## config.mk

```make
export PLATFORM = sky130hd
export DESIGN_NAME = rcsa_cell
export DESIGN_NICKNAME = d
export VERILOG_FILES = /design/src/hdl/rcsa_pkg.sv /design/src/hdl/rcsa_cell.sv
export SDC_FILE = /design/constraint.sdc
export NUM_CORES = 1
export LEC_CHECK = 0
export ABC_AREA = 1
export ABC_CLOCK_PERIOD_IN_PS = 4300
export BUFFER_PORTS_ARGS = -buffer_cell sky130_fd_sc_hd__buf_4
export CAP_MARGIN = 20
export CORE_MARGIN = 3
export CORE_UTILIZATION = 45
export DETAILED_ROUTE_END_ITERATION = 8
export MAX_ROUTING_LAYER = met4
export PLACE_DENSITY = 0.69
export SLEW_MARGIN = 20
export SYNTH_ARGS = -nofsm -noshare
export SYNTH_HDL_FRONTEND = slang
export SYNTH_SLANG_ARGS = --single-unit
```

## constraint.sdc

```tcl
create_clock -name clk -period 4.3 [get_ports clk]
set_input_delay 0.86 -clock clk [delete_from_list [all_inputs] [get_ports clk]]
set_output_delay 0.86 -clock clk [all_outputs]
set_load 0.05 [all_outputs]
```

## src/hdl/rcsa_pkg.sv

```systemverilog
// shared types and codes for the reference-counted slot id allocator
`default_nettype none
package rcsa_pkg;

    localparam int SLOTS_DEF = 32;
    localparam int TAG_W     = 32;
    localparam int SLOT_W    = 8;
    localparam int COUNT_W   = 16;
    localparam int STATUS_W  = 3;

    localparam logic CMD_USE   = 1'b0;
    localparam logic CMD_UNUSE = 1'b1;

    localparam logic [STATUS_W-1:0] ST_OK       = 3'd0;
    localparam logic [STATUS_W-1:0] ST_INVALID  = 3'd1;
    localparam logic [STATUS_W-1:0] ST_DENIED   = 3'd2;
    localparam logic [STATUS_W-1:0] ST_FULL     = 3'd3;
    localparam logic [STATUS_W-1:0] ST_NOTFOUND = 3'd4;

    localparam logic [COUNT_W-1:0] COUNT_MAX = {COUNT_W{1'b1}};

    typedef struct packed {
        logic              command;
        logic [TAG_W-1:0]  owner_tag;
        logic [SLOT_W-1:0] current_slot;
    } req_t;

    typedef struct packed {
        logic [STATUS_W-1:0] status;
        logic [SLOT_W-1:0]   slot_out;
        logic                write_slot;
    } rsp_t;

    // token walking the cell row
    typedef struct packed {
        logic valid;
        logic hit;
        rsp_t rsp;
    } tok_t;

endpackage
`default_nettype wire

```

## src/hdl/rcsa_cell.sv

```systemverilog
// one slot entry of the allocator row, acting when the token passes
`default_nettype none
module rcsa_cell
    import rcsa_pkg::*;
#(
    parameter int IDX = 1
)
(
    input  wire logic clk,
    input  wire logic rst_n,
    input  wire req_t req,
    input  wire tok_t tok_in,
    output tok_t      tok_out
);

    localparam logic [SLOT_W-1:0] IDX_B = SLOT_W'(IDX);

    logic [TAG_W-1:0]   owner_reg, owner_next;
    logic [COUNT_W-1:0] count_reg, count_next;
    logic               self_reg, self_next;
    tok_t               tok_reg, tok_next;

    logic hit_slot;

    assign hit_slot = (req.current_slot == IDX_B);

    always_comb
    begin
        owner_next = owner_reg;
        count_next = count_reg;
        self_next  = self_reg;
        tok_next   = tok_in;
        if (tok_in.valid && !tok_in.hit)
        begin
            if (req.command == CMD_USE)
            begin
                if (req.current_slot != '0)
                begin
                    if (hit_slot)
                    begin
                        tok_next.hit = 1'b1;
                        tok_next.rsp = '{ST_OK, '0, 1'b0};
                        if (owner_reg == req.owner_tag)
                        begin
                            if (count_reg != COUNT_MAX)
                                count_next = count_reg + COUNT_W'(1);
                        end
                        else if (owner_reg == '0)
                        begin
                            owner_next = req.owner_tag;
                            count_next = COUNT_W'(1);
                        end
                        else
                        begin
                            tok_next.rsp.status = ST_DENIED;
                        end
                    end
                end
                else if (owner_reg == '0)
                begin
                    // lowest free slot wins
                    tok_next.hit = 1'b1;
                    tok_next.rsp = '{ST_OK, IDX_B, 1'b1};
                    owner_next   = req.owner_tag;
                    count_next   = COUNT_W'(1);
                    self_next    = 1'b1;
                end
            end
            else if (hit_slot)
            begin
                tok_next.hit = 1'b1;
                if (owner_reg != req.owner_tag)
                begin
                    tok_next.rsp = '{ST_NOTFOUND, '0, 1'b0};
                end
                else if (count_reg > COUNT_W'(1))
                begin
                    tok_next.rsp = '{ST_OK, '0, 1'b0};
                    count_next   = count_reg - COUNT_W'(1);
                end
                else
                begin
                    // last reference
                    tok_next.rsp = '{ST_OK, '0, self_reg};
                    owner_next   = '0;
                    count_next   = '0;
                    self_next    = 1'b0;
                end
            end
        end
    end

    always_ff @(posedge clk or negedge rst_n)
    begin
        if (!rst_n)
        begin
            owner_reg     <= '0;
            count_reg     <= '0;
            self_reg      <= 1'b0;
            tok_reg.valid <= 1'b0;
            tok_reg.hit   <= 1'b0;
            tok_reg.rsp   <= '0;
        end
        else
        begin
            owner_reg <= owner_next;
            count_reg <= count_next;
            self_reg  <= self_next;
            tok_reg   <= tok_next;
        end
    end

    assign tok_out = tok_reg;

endmodule
`default_nettype wire

```

## Word-level counts from Yosys, hierarchy flattened

Index checks and enable logic that the tools add are counted.

| word-level totals | value |
|---|---|
| logic and storage cells | 63 |
| register bits | 63 |
| input bits | 57 |

| cells by class | value |
|---|---|
| eq/ne operators | 11 |
| $add $sub $neg | 2 |
| reductions and logical operators | 8 |
| multiplexer cells | 33 |
| magnitude comparators | 1 |

Operators by type and width:

| operator | number |
|---|---|
| $mux W32 | 8 |
| $mux W16 | 9 |
| $mux W13 | 6 |
| $eq A32 B32 Y1 | 1 |
| $logic_not A32 Y1 | 1 |
| $ne A32 B32 Y1 | 1 |
| $add A16 B1 Y16 const B | 1 |
| $gt A16 B1 Y1 const B | 1 |
| $ne A16 B16 Y1 const B | 1 |
| $sub A16 B1 Y16 const B | 1 |
| $mux W12 | 1 |
| $reduce_and A6 Y1 | 2 |
| $eq A8 B1 Y1 const B | 1 |
| $ne A2 B2 Y1 const B | 4 |
| $reduce_bool A8 Y1 | 1 |
| $mux W1 | 7 |
| $reduce_and A5 Y1 | 1 |
| $mux W2 | 2 |
| $ne A4 B3 Y1 const B | 1 |
| $ne A3 B3 Y1 const B | 1 |
| $ne A2 B1 Y1 const B | 1 |
| $reduce_bool A2 Y1 | 1 |
| $logic_and A1 B1 Y1 | 1 |
| $logic_not A1 Y1 | 1 |

## Depth between registers and ports, before layout

Gate-level depths: netlist (run 1).

| logic depth | value |
|---|---|
| word-level depth | 7 |
| depth in mapped cells | 15 |
| mapped depth without buffers | 15 |

## Least setup slack after synthesis (run 1)

OpenSTA, ideal clock, no wires.

| timing | value |
|---|---|
| path kind | input-to-reg |
| start point | input req[3] (netlist bit) |
| end point | register count_reg[9] |
| library setup time | 120 ps |
| buffers on the path | 1 |
| cell stages on the path | 11 |
| required time | 4180 ps |
| arrival | 2104 ps |
| slack | 2075 ps |
| cells stage by stage | nor2_1 -> nand2_1 -> nor3_1 -> nor2_1 -> nor2_2 -> nand2_2 -> nor2_4 -> buf_6 -> nand3_1 -> nand2_1 -> nand2_1 |

| on the way | value |
|---|---|
| longest elaborated chain between the ends | 3 |
| elaborated cells between the ends (all ways) | 8 |

RTL lines:

| item | line | source |
|---|---|---|
| from (decl) | rcsa_cell.sv:11 | `input wire req_t req,` |
| $reduce_bool A8 Y1 or $eq A8 B1 Y1 (tied branches) | rcsa_cell.sv:37, rcsa_cell.sv:25 |  |
| $ne A4 B3 Y1 (no source line) (tied with other cells) | -- |  |
| $reduce_and A5 Y1 (no source line) or $mux W16 (tied branches) | -- |  |
| to (signal assigned) | rcsa_cell.sv:107 | `count_reg <= count_next;` |
| to (decl) | rcsa_cell.sv:19 | `logic [COUNT_W-1:0] count_reg, count_next;` |

Several ways; a longest one is shown, not always the timed one.
A chain may end at the register's enable or synchronous reset.

## Worst setup path after layout (run 1)

| timing | value |
|---|---|
| start point | register count_reg[0] |
| end point | register owner_reg[6] |

| on the way | value |
|---|---|
| longest elaborated chain between the ends | 3 |

RTL lines:

| item | line | source |
|---|---|---|
| $gt A16 B1 Y1 | rcsa_cell.sv:76 | `else if (count_reg > COUNT_W'(1))` |
| $ne A2 B2 Y1 (no source line) | -- |  |
| $reduce_and A6 Y1 (no source line) | -- |  |
| to (signal assigned) | rcsa_cell.sv:106 | `owner_reg <= owner_next;` |
| to (decl) | rcsa_cell.sv:18 | `logic [TAG_W-1:0] owner_reg, owner_next;` |

Every way passes these cells.

==> results.json, run 1 <==
{
  "outcome": "complete, no violations",
  "numCtsBuffers": 9,
  "die_area_mm2": 0.0110,
  "syn2layout_area_growth_pct": 16.5,
  "place.gp.congestion": 0.897,
  "rrSetupSlack_ps": 1420,
  "n_antenna_cell": 0,
  "clock_sinks": 63,
  "cp_max_fo": 35,
  "firstDrtPassIters": 4,
  "drive_above_1_share": 0.213,
  "drtIter0Drc": 223,
  "drv_slew": 0,
  "min_period_ps": 2880,
  "yosysTopAreaCellShare": 0.358,
  "rsz0062_at_grt": "false",
  "ios": 71,
  "numPortBuffers": 70,
  "endpoint": "owner_reg[6]$_DFFE_PN0P_",
  "fp.dieH_um": 105,
  "grt_pass1_wl_um": 17300,
  "synth.avg_cell_area_um2": 7.02,
  "yosysMostFrequentCell": "nand2_1",
  "postCtsSetupRepairBufs": 0,
  "initial_core_util": 0.470,
  "cts_buffer_depth": 2,
  "finalSetupViolCount": 0,
  "max_stage_delay_ps": 500,
  "whs_ps": 509,
  "cp_common_cell": "o21ai_2",
  "synth_commonest_cells": "nand2_1 (232), nor2_1 (74), dfrtp_1 (63)",
  "drc_errors": 0,
  "clk_pin_slew_ps": 80,
  "synth.largest_area_cell": "dfrtp_1",
  "htreeDepth": 3,
  "grt.overflow.total": 0,
  "tritoncts": "done",
  "synthesis.area_mm2": 0.00441,
  "row_count": 35,
  "synth_seq_cells": 63,
  "setup_tns_ps": 0,
  "yosys-top-cells-area": "dfrtp_1 (36%), nand2_1 (20%), o21ai_2 (6.6%)",
  "cts-root-buf": "clkbuf_8",
  "syn_inst": 628,
  "required_ps": 4550,
  "num-fill-cells": 914,
  "reg2reg_depth": 12,
  "hold_buffers": 0,
  "fmax_mhz": 347,
  "drv_cap": 0,
  "nets": 746,
  "ant_nets": 0,
  "dp_hpwl_um": 7290,
  "clock_skew_ps": 16.2,
  "seq_area_frac_synth": 0.358,
  "die_width_um": 105,
  "clkLatencyLatePin_ps": 370,
  "largest_reg_flops": 32,
  "synth-main-ff-cell": "dfrtp_1",
  "synth_cell_types": 35,
  "cp.arrival_ps": 3130,
  "track_usage": 0.195,
  "synth_warnings": 0,
  "path_buf_inv": 3,
  "p_leak_nw": 2.61,
  "hold_class": "reg2reg",
  "r2r_start": "count_reg[0]$_DFFE_PN0P_",
  "wire_per_inst_um": 12.3,
  "coreArea_mm2": 0.00937,
  "crit_start": "count_reg[0]$_DFFE_PN0P_",
  "grt_start_max_net_pins": 64,
  "ir_drop_uv": 195,
  "relSlewSlack": 0.453,
  "num_vias": 3986,
  "r2r-end": "owner_reg[6]$_DFFE_PN0P_",
  "cts_resized": 0,
  "antenna_found_initial": 0,
  "crit_type": "reg2reg",
  "period_share": 0.671,
  "avgViaCountPerCell": 4.86,
  "synthArstFlopShare": 1.00,
  "cp.depth": 12,
  "tightest_slew_ps": 820,
  "syn-num-nets": 688,
  "grt_pass1_vias": 3891,
  "routed_wl_um": 10100,
  "cp-end-kind": "flop",
  "critical_path.cell_chain": "inv_1, ha_1, nand2_4, nor2_4, o21ai_2, nand2_2, inv_2, a21oi_4, nand4_4, buf_12, nand2_1, o21ai_2",
  "start_kind": "flop",
  "powerDensity_mw_per_mm2": 275,
  "critPathSlowestCell": "nand4_4",
  "cp_top_family": "simple AND/OR/NAND/NOR gates",
  "finalHoldViolCount": 0,
  "synth_edf_count": 0
}
[power breakdown]
group          leakage [nW]  internal (W)  total (W)  switching [W]
logic                  1.66     0.0000886   0.000228       0.000140
clock network         0.106      0.000294   0.000568       0.000275
registers             0.843      0.000604   0.000614     0.00000954
total                  2.61      0.000986    0.00141       0.000424
[per-layer routing]
layer	wire [µm]	vias to the layer above	GRT usage
met5	0	-	-
met4	133	0	0.0787
met3	405	11	0.0408
met2	4940	77	0.315
met1	4610	1834	0.238
li1	-	2064	-
[how the worst min path moves through the flow]
stage / slack, ps / from / cells past startpoint / endpoint
CTS: 510 / self_reg$_DFFE_PN0P_ / 2 / self_reg$_DFFE_PN0P_
global placement: 470 / self_reg$_DFFE_PN0P_ / 2 / self_reg$_DFFE_PN0P_
floorplan: 450 / self_reg$_DFFE_PN0P_ / 2 / self_reg$_DFFE_PN0P_
detailed placement: 490 / self_reg$_DFFE_PN0P_ / 2 / self_reg$_DFFE_PN0P_
global route: 560 / owner_reg[19]$_DFFE_PN0P_ / 2 / owner_reg[19]$_DFFE_PN0P_
finish: 510 / self_reg$_DFFE_PN0P_ / 2 / self_reg$_DFFE_PN0P_
[layout by cell type (no fill, tap or decap), types with 4 or more instances in the layout]
cell	count
o21ai_2	33
nor2_1	74
buf_4	71
nand2_1	232
o21ai_1	7
nor2_4	8
xnor2_1	23
inv_2	5
nor3_1	13
nand3_1	33
nand4_1	7
dfrtp_1	63
clkbuf_8	10
inv_1	59
xor2_1	7
o21ai_0	14
nand2_2	4
[cell type report]
cell class | count | area (µm²) | area share
multi-input cells | 475 | 2390 | 0.465
flip-flops and latches | 63 | 1580 | 0.307
repair buffers | 72 | 553 | 0.108
inverters | 65 | 244 | 0.0475
well taps | 129 | 161 | 0.0314
clock buffers | 10 | 138 | 0.0268
clock inverters | 6 | 75.1 | 0.0146
[stage by stage]
| step | instances | area (µm²) | power, W | setup slack, ps | utilization |
|---|---|---|---|---|---|
| finish | 820 | 5140 | 0.00141 | 1420 | 0.548 |
| global placement | 803 | 4900 | 0.000852 | 1040 | 0.523 |
| global route | 820 | 5140 | 0.00148 | 1180 | 0.548 |
| floorplan | 628 | 4410 | 0.000761 | 2080 | - |
| detailed placement | 804 | 4920 | 0.000855 | 1240 | 0.525 |
| CTS | 820 | 5140 | 0.00143 | 1400 | 0.548 |
[logic make-up after synthesis]
family | share of synthesized area
adders and majority gates | 0.00852
DFF | 0.358
buffers and inverters | 0.100
and+or+nand+nor | 0.371
AOI/OAI and AO/OA | 0.103
xor gates and xnor gates | 0.0596
[tightest hold or removal path, delay by kind of cell (launching register included)]
family	cells	cell delay, ps
AOI/OAI and AO/OA	1	70
DFF	1	350
and+or+nand+nor	1	50
(Power assumes the default switching activity.)
==> run 2: changes to the inputs <==
--- a/config.mk
+++ b/config.mk
@@ -6,7 +6,7 @@
 export NUM_CORES = 1
 export LEC_CHECK = 0
 export ABC_AREA = 1
-export ABC_CLOCK_PERIOD_IN_PS = 4300
+export ABC_CLOCK_PERIOD_IN_PS = 2800
 export BUFFER_PORTS_ARGS = -buffer_cell sky130_fd_sc_hd__buf_4
 export CAP_MARGIN = 20
 export CORE_MARGIN = 3
==> constraint.sdc (replaced) <==
create_clock -name clk -period 2.8 [get_ports clk]
set_input_delay 0.56 -clock clk [delete_from_list [all_inputs] [get_ports clk]]
set_output_delay 0.56 -clock clk [all_outputs]
set_load 0.05 [all_outputs]
==> results.json, run 2 (same netlist as run 1, synthesis figures left out) <==
{
  "final_cell_mix": "nand2_1 (232), nor2_1 (74), buf_4 (72), dfrtp_1 (63), inv_1 (59)",
  "fmax_mhz": 424,
  "die_width_um": 105,
  "nets": 747,
  "grt_start_max_net_pins": 65,
  "rrSetupSlack_ps": 440,
  "cp.arrival_ps": 2590,
  "r2r-end": "owner_reg[12]$_DFFE_PN0P_",
  "switching_share": 0.274,
  "coreArea_mm2": 0.00937,
  "cts-root-buf": "clkbuf_8",
  "initial_core_util": 0.470,
  "ios": 71,
  "tritoncts": "done",
  "drv_cap": 0,
  "ir_drop_uv": 242,
  "pre_cts_ws_ps": 315,
  "critical_path.cell_chain": "inv_1, ha_1, nand2_4, nor2_4, o21ai_2, nand2_2, inv_2, a21oi_4, nand4_4, buf_12, nand2_1, o21ai_2",
  "pwr-share-comb": 0.154,
  "cp_common_cell": "o21ai_2",
  "fp.dieH_um": 105,
  "postCtsSetupRepairBufs": 0,
  "drv_slew": 0,
  "clk_pin_slew_ps": 80,
  "htreeDepth": 3,
  "grt_pass1_vias": 3870,
  "switching_power_w": 0.000625,
  "reg2reg_depth": 12,
  "start_kind": "flop",
  "finalSetupViolCount": 0,
  "setup_tns_ps": 0,
  "crit_type": "reg2reg",
  "n_antenna_cell": 0,
  "outcome": "complete, no violations",
  "cp_max_fo": 64,
  "avgViaCountPerCell": 4.88,
  "numCtsBuffers": 9,
  "drive_above_1_share": 0.214,
  "cp-end-kind": "flop",
  "finalHoldViolCount": 0,
  "required_ps": 3030,
  "syn2layout_area_growth_pct": 17.4,
  "clock_sinks": 63,
  "timing.final.ws_setup_ps": 442,
  "p_clk_frac": 0.434,
  "grt.overflow.total": 0,
  "p_leak_nw": 2.63,
  "wire_per_inst_um": 12.4,
  "ant_nets": 0,
  "grt_pass1_wl_um": 17400,
  "row_count": 35,
  "p_total_w": 0.00228,
  "clkLatencyLatePin_ps": 350,
  "min_period_ps": 2360,
  "cts_buffer_depth": 2,
  "die_area_mm2": 0.0110,
  "place.gp.congestion": 0.860,
  "r2r_start": "count_reg[0]$_DFFE_PN0P_",
  "hold_buffers": 0,
  "firstDrtPassIters": 4,
  "seqPwrFrac": 0.413,
  "dp_hpwl_um": 7350,
  "drtIter0Drc": 199,
  "hold_class": "in2async",
  "critPathSlowestCell": "dfrtp_1",
  "tightest_slew_ps": 818,
  "routed_wl_um": 10200,
  "antenna_found_initial": 0,
  "endpoint": "owner_reg[12]$_DFFE_PN0P_",
  "track_usage": 0.198,
  "p_int_w": 0.00166,
  "rsz0062_at_grt": "false",
  "crit_start": "count_reg[0]$_DFFE_PN0P_",
  "drc_errors": 0,
  "final_common_cell": "nand2_1",
  "cts_resized": 0,
  "clock_skew_ps": 7.66,
  "relSlewSlack": 0.454,
  "max_stage_delay_ps": 450,
  "num_vias": 4006,
  "largest_reg_flops": 32,
  "period_share": 0.842,
  "powerDensity_mw_per_mm2": 441,
  "numPortBuffers": 70
}
==> run 2: changes by cell type in the layout (fill, tap and decap cells not counted) <==
cell / change
clkbuf_8: -1
clkinv_4: +1
inv_8: -1
clkinv_2: +1
bufinv_16: +2
buf_4: +1
inv_6: -2
==> run 2: cell type report <==
type | count | area, µm²
clock buffers | 9 | 124
repair buffers | 73 | 561
multi-input cells | 475 | 2390
fillers | 936 | 4200
well taps | 129 | 161
clock inverters | 7 | 120
flip-flops and latches | 63 | 1580
inverters | 65 | 244
==> run 2: worst min path at each step <==
stage,cells past startpoint,endpoint
floorplan,0,count_reg[0]$_DFFE_PN0P_
global placement,2,self_reg$_DFFE_PN0P_
detailed placement,2,self_reg$_DFFE_PN0P_
CTS,1,tok_out[13]$_DFF_PN0_
global route,1,tok_out[13]$_DFF_PN0_
finish,1,owner_reg[6]$_DFFE_PN0P_
==> run 2: layer usage <==
| metal | vias up | track usage | part of all wire |
|---|---|---|---|
| met4 | 0 | 0.0797 | 0.015 |
| met3 | 11 | 0.0371 | 0.046 |
| met2 | 93 | 0.314 | 0.49 |
| li1 | 2057 | - | - |
| met5 | - | - | 0 |
| met1 | 1845 | 0.250 | 0.45 |
==> run 2: worst max-delay path, delay by kind of cell (launching register included) <==
family / cells / cell delay (ps)
AOI/OAI and AO/OA: 3 / 310
adders and majority gates: 1 / 260
buffers and inverters: 3 / 520
DFF: 1 / 450
and+or+nand+nor: 5 / 690
==> run 2: power groups by stage <==
| stage | combinational [W] | sequential, W | clock [W] |
|---|---|---|---|
| 6_report | 0.000351 | 0.000942 | 0.000990 |
| 4_1_cts | 0.000354 | 0.000942 | 0.00102 |
| 5_1_grt | 0.000391 | 0.000945 | 0.00106 |
| 2_1_floorplan | 0.000167 | 0.00100 | 0 |
| 3_3_place_gp | 0.000348 | 0.000960 | 0 |
| 3_5_place_dp | 0.000353 | 0.000960 | 0 |
==> run 2: stage by stage <==
stage               cells   util  hold WS [ps]  cell area, µm²
floorplan             628      -           264            4410
global placement      805  0.526           470            4930
detailed placement    805  0.526           481            4930
CTS                   821  0.552           305            5170
global route          821  0.552           308            5170
finish                821  0.552           302            5170
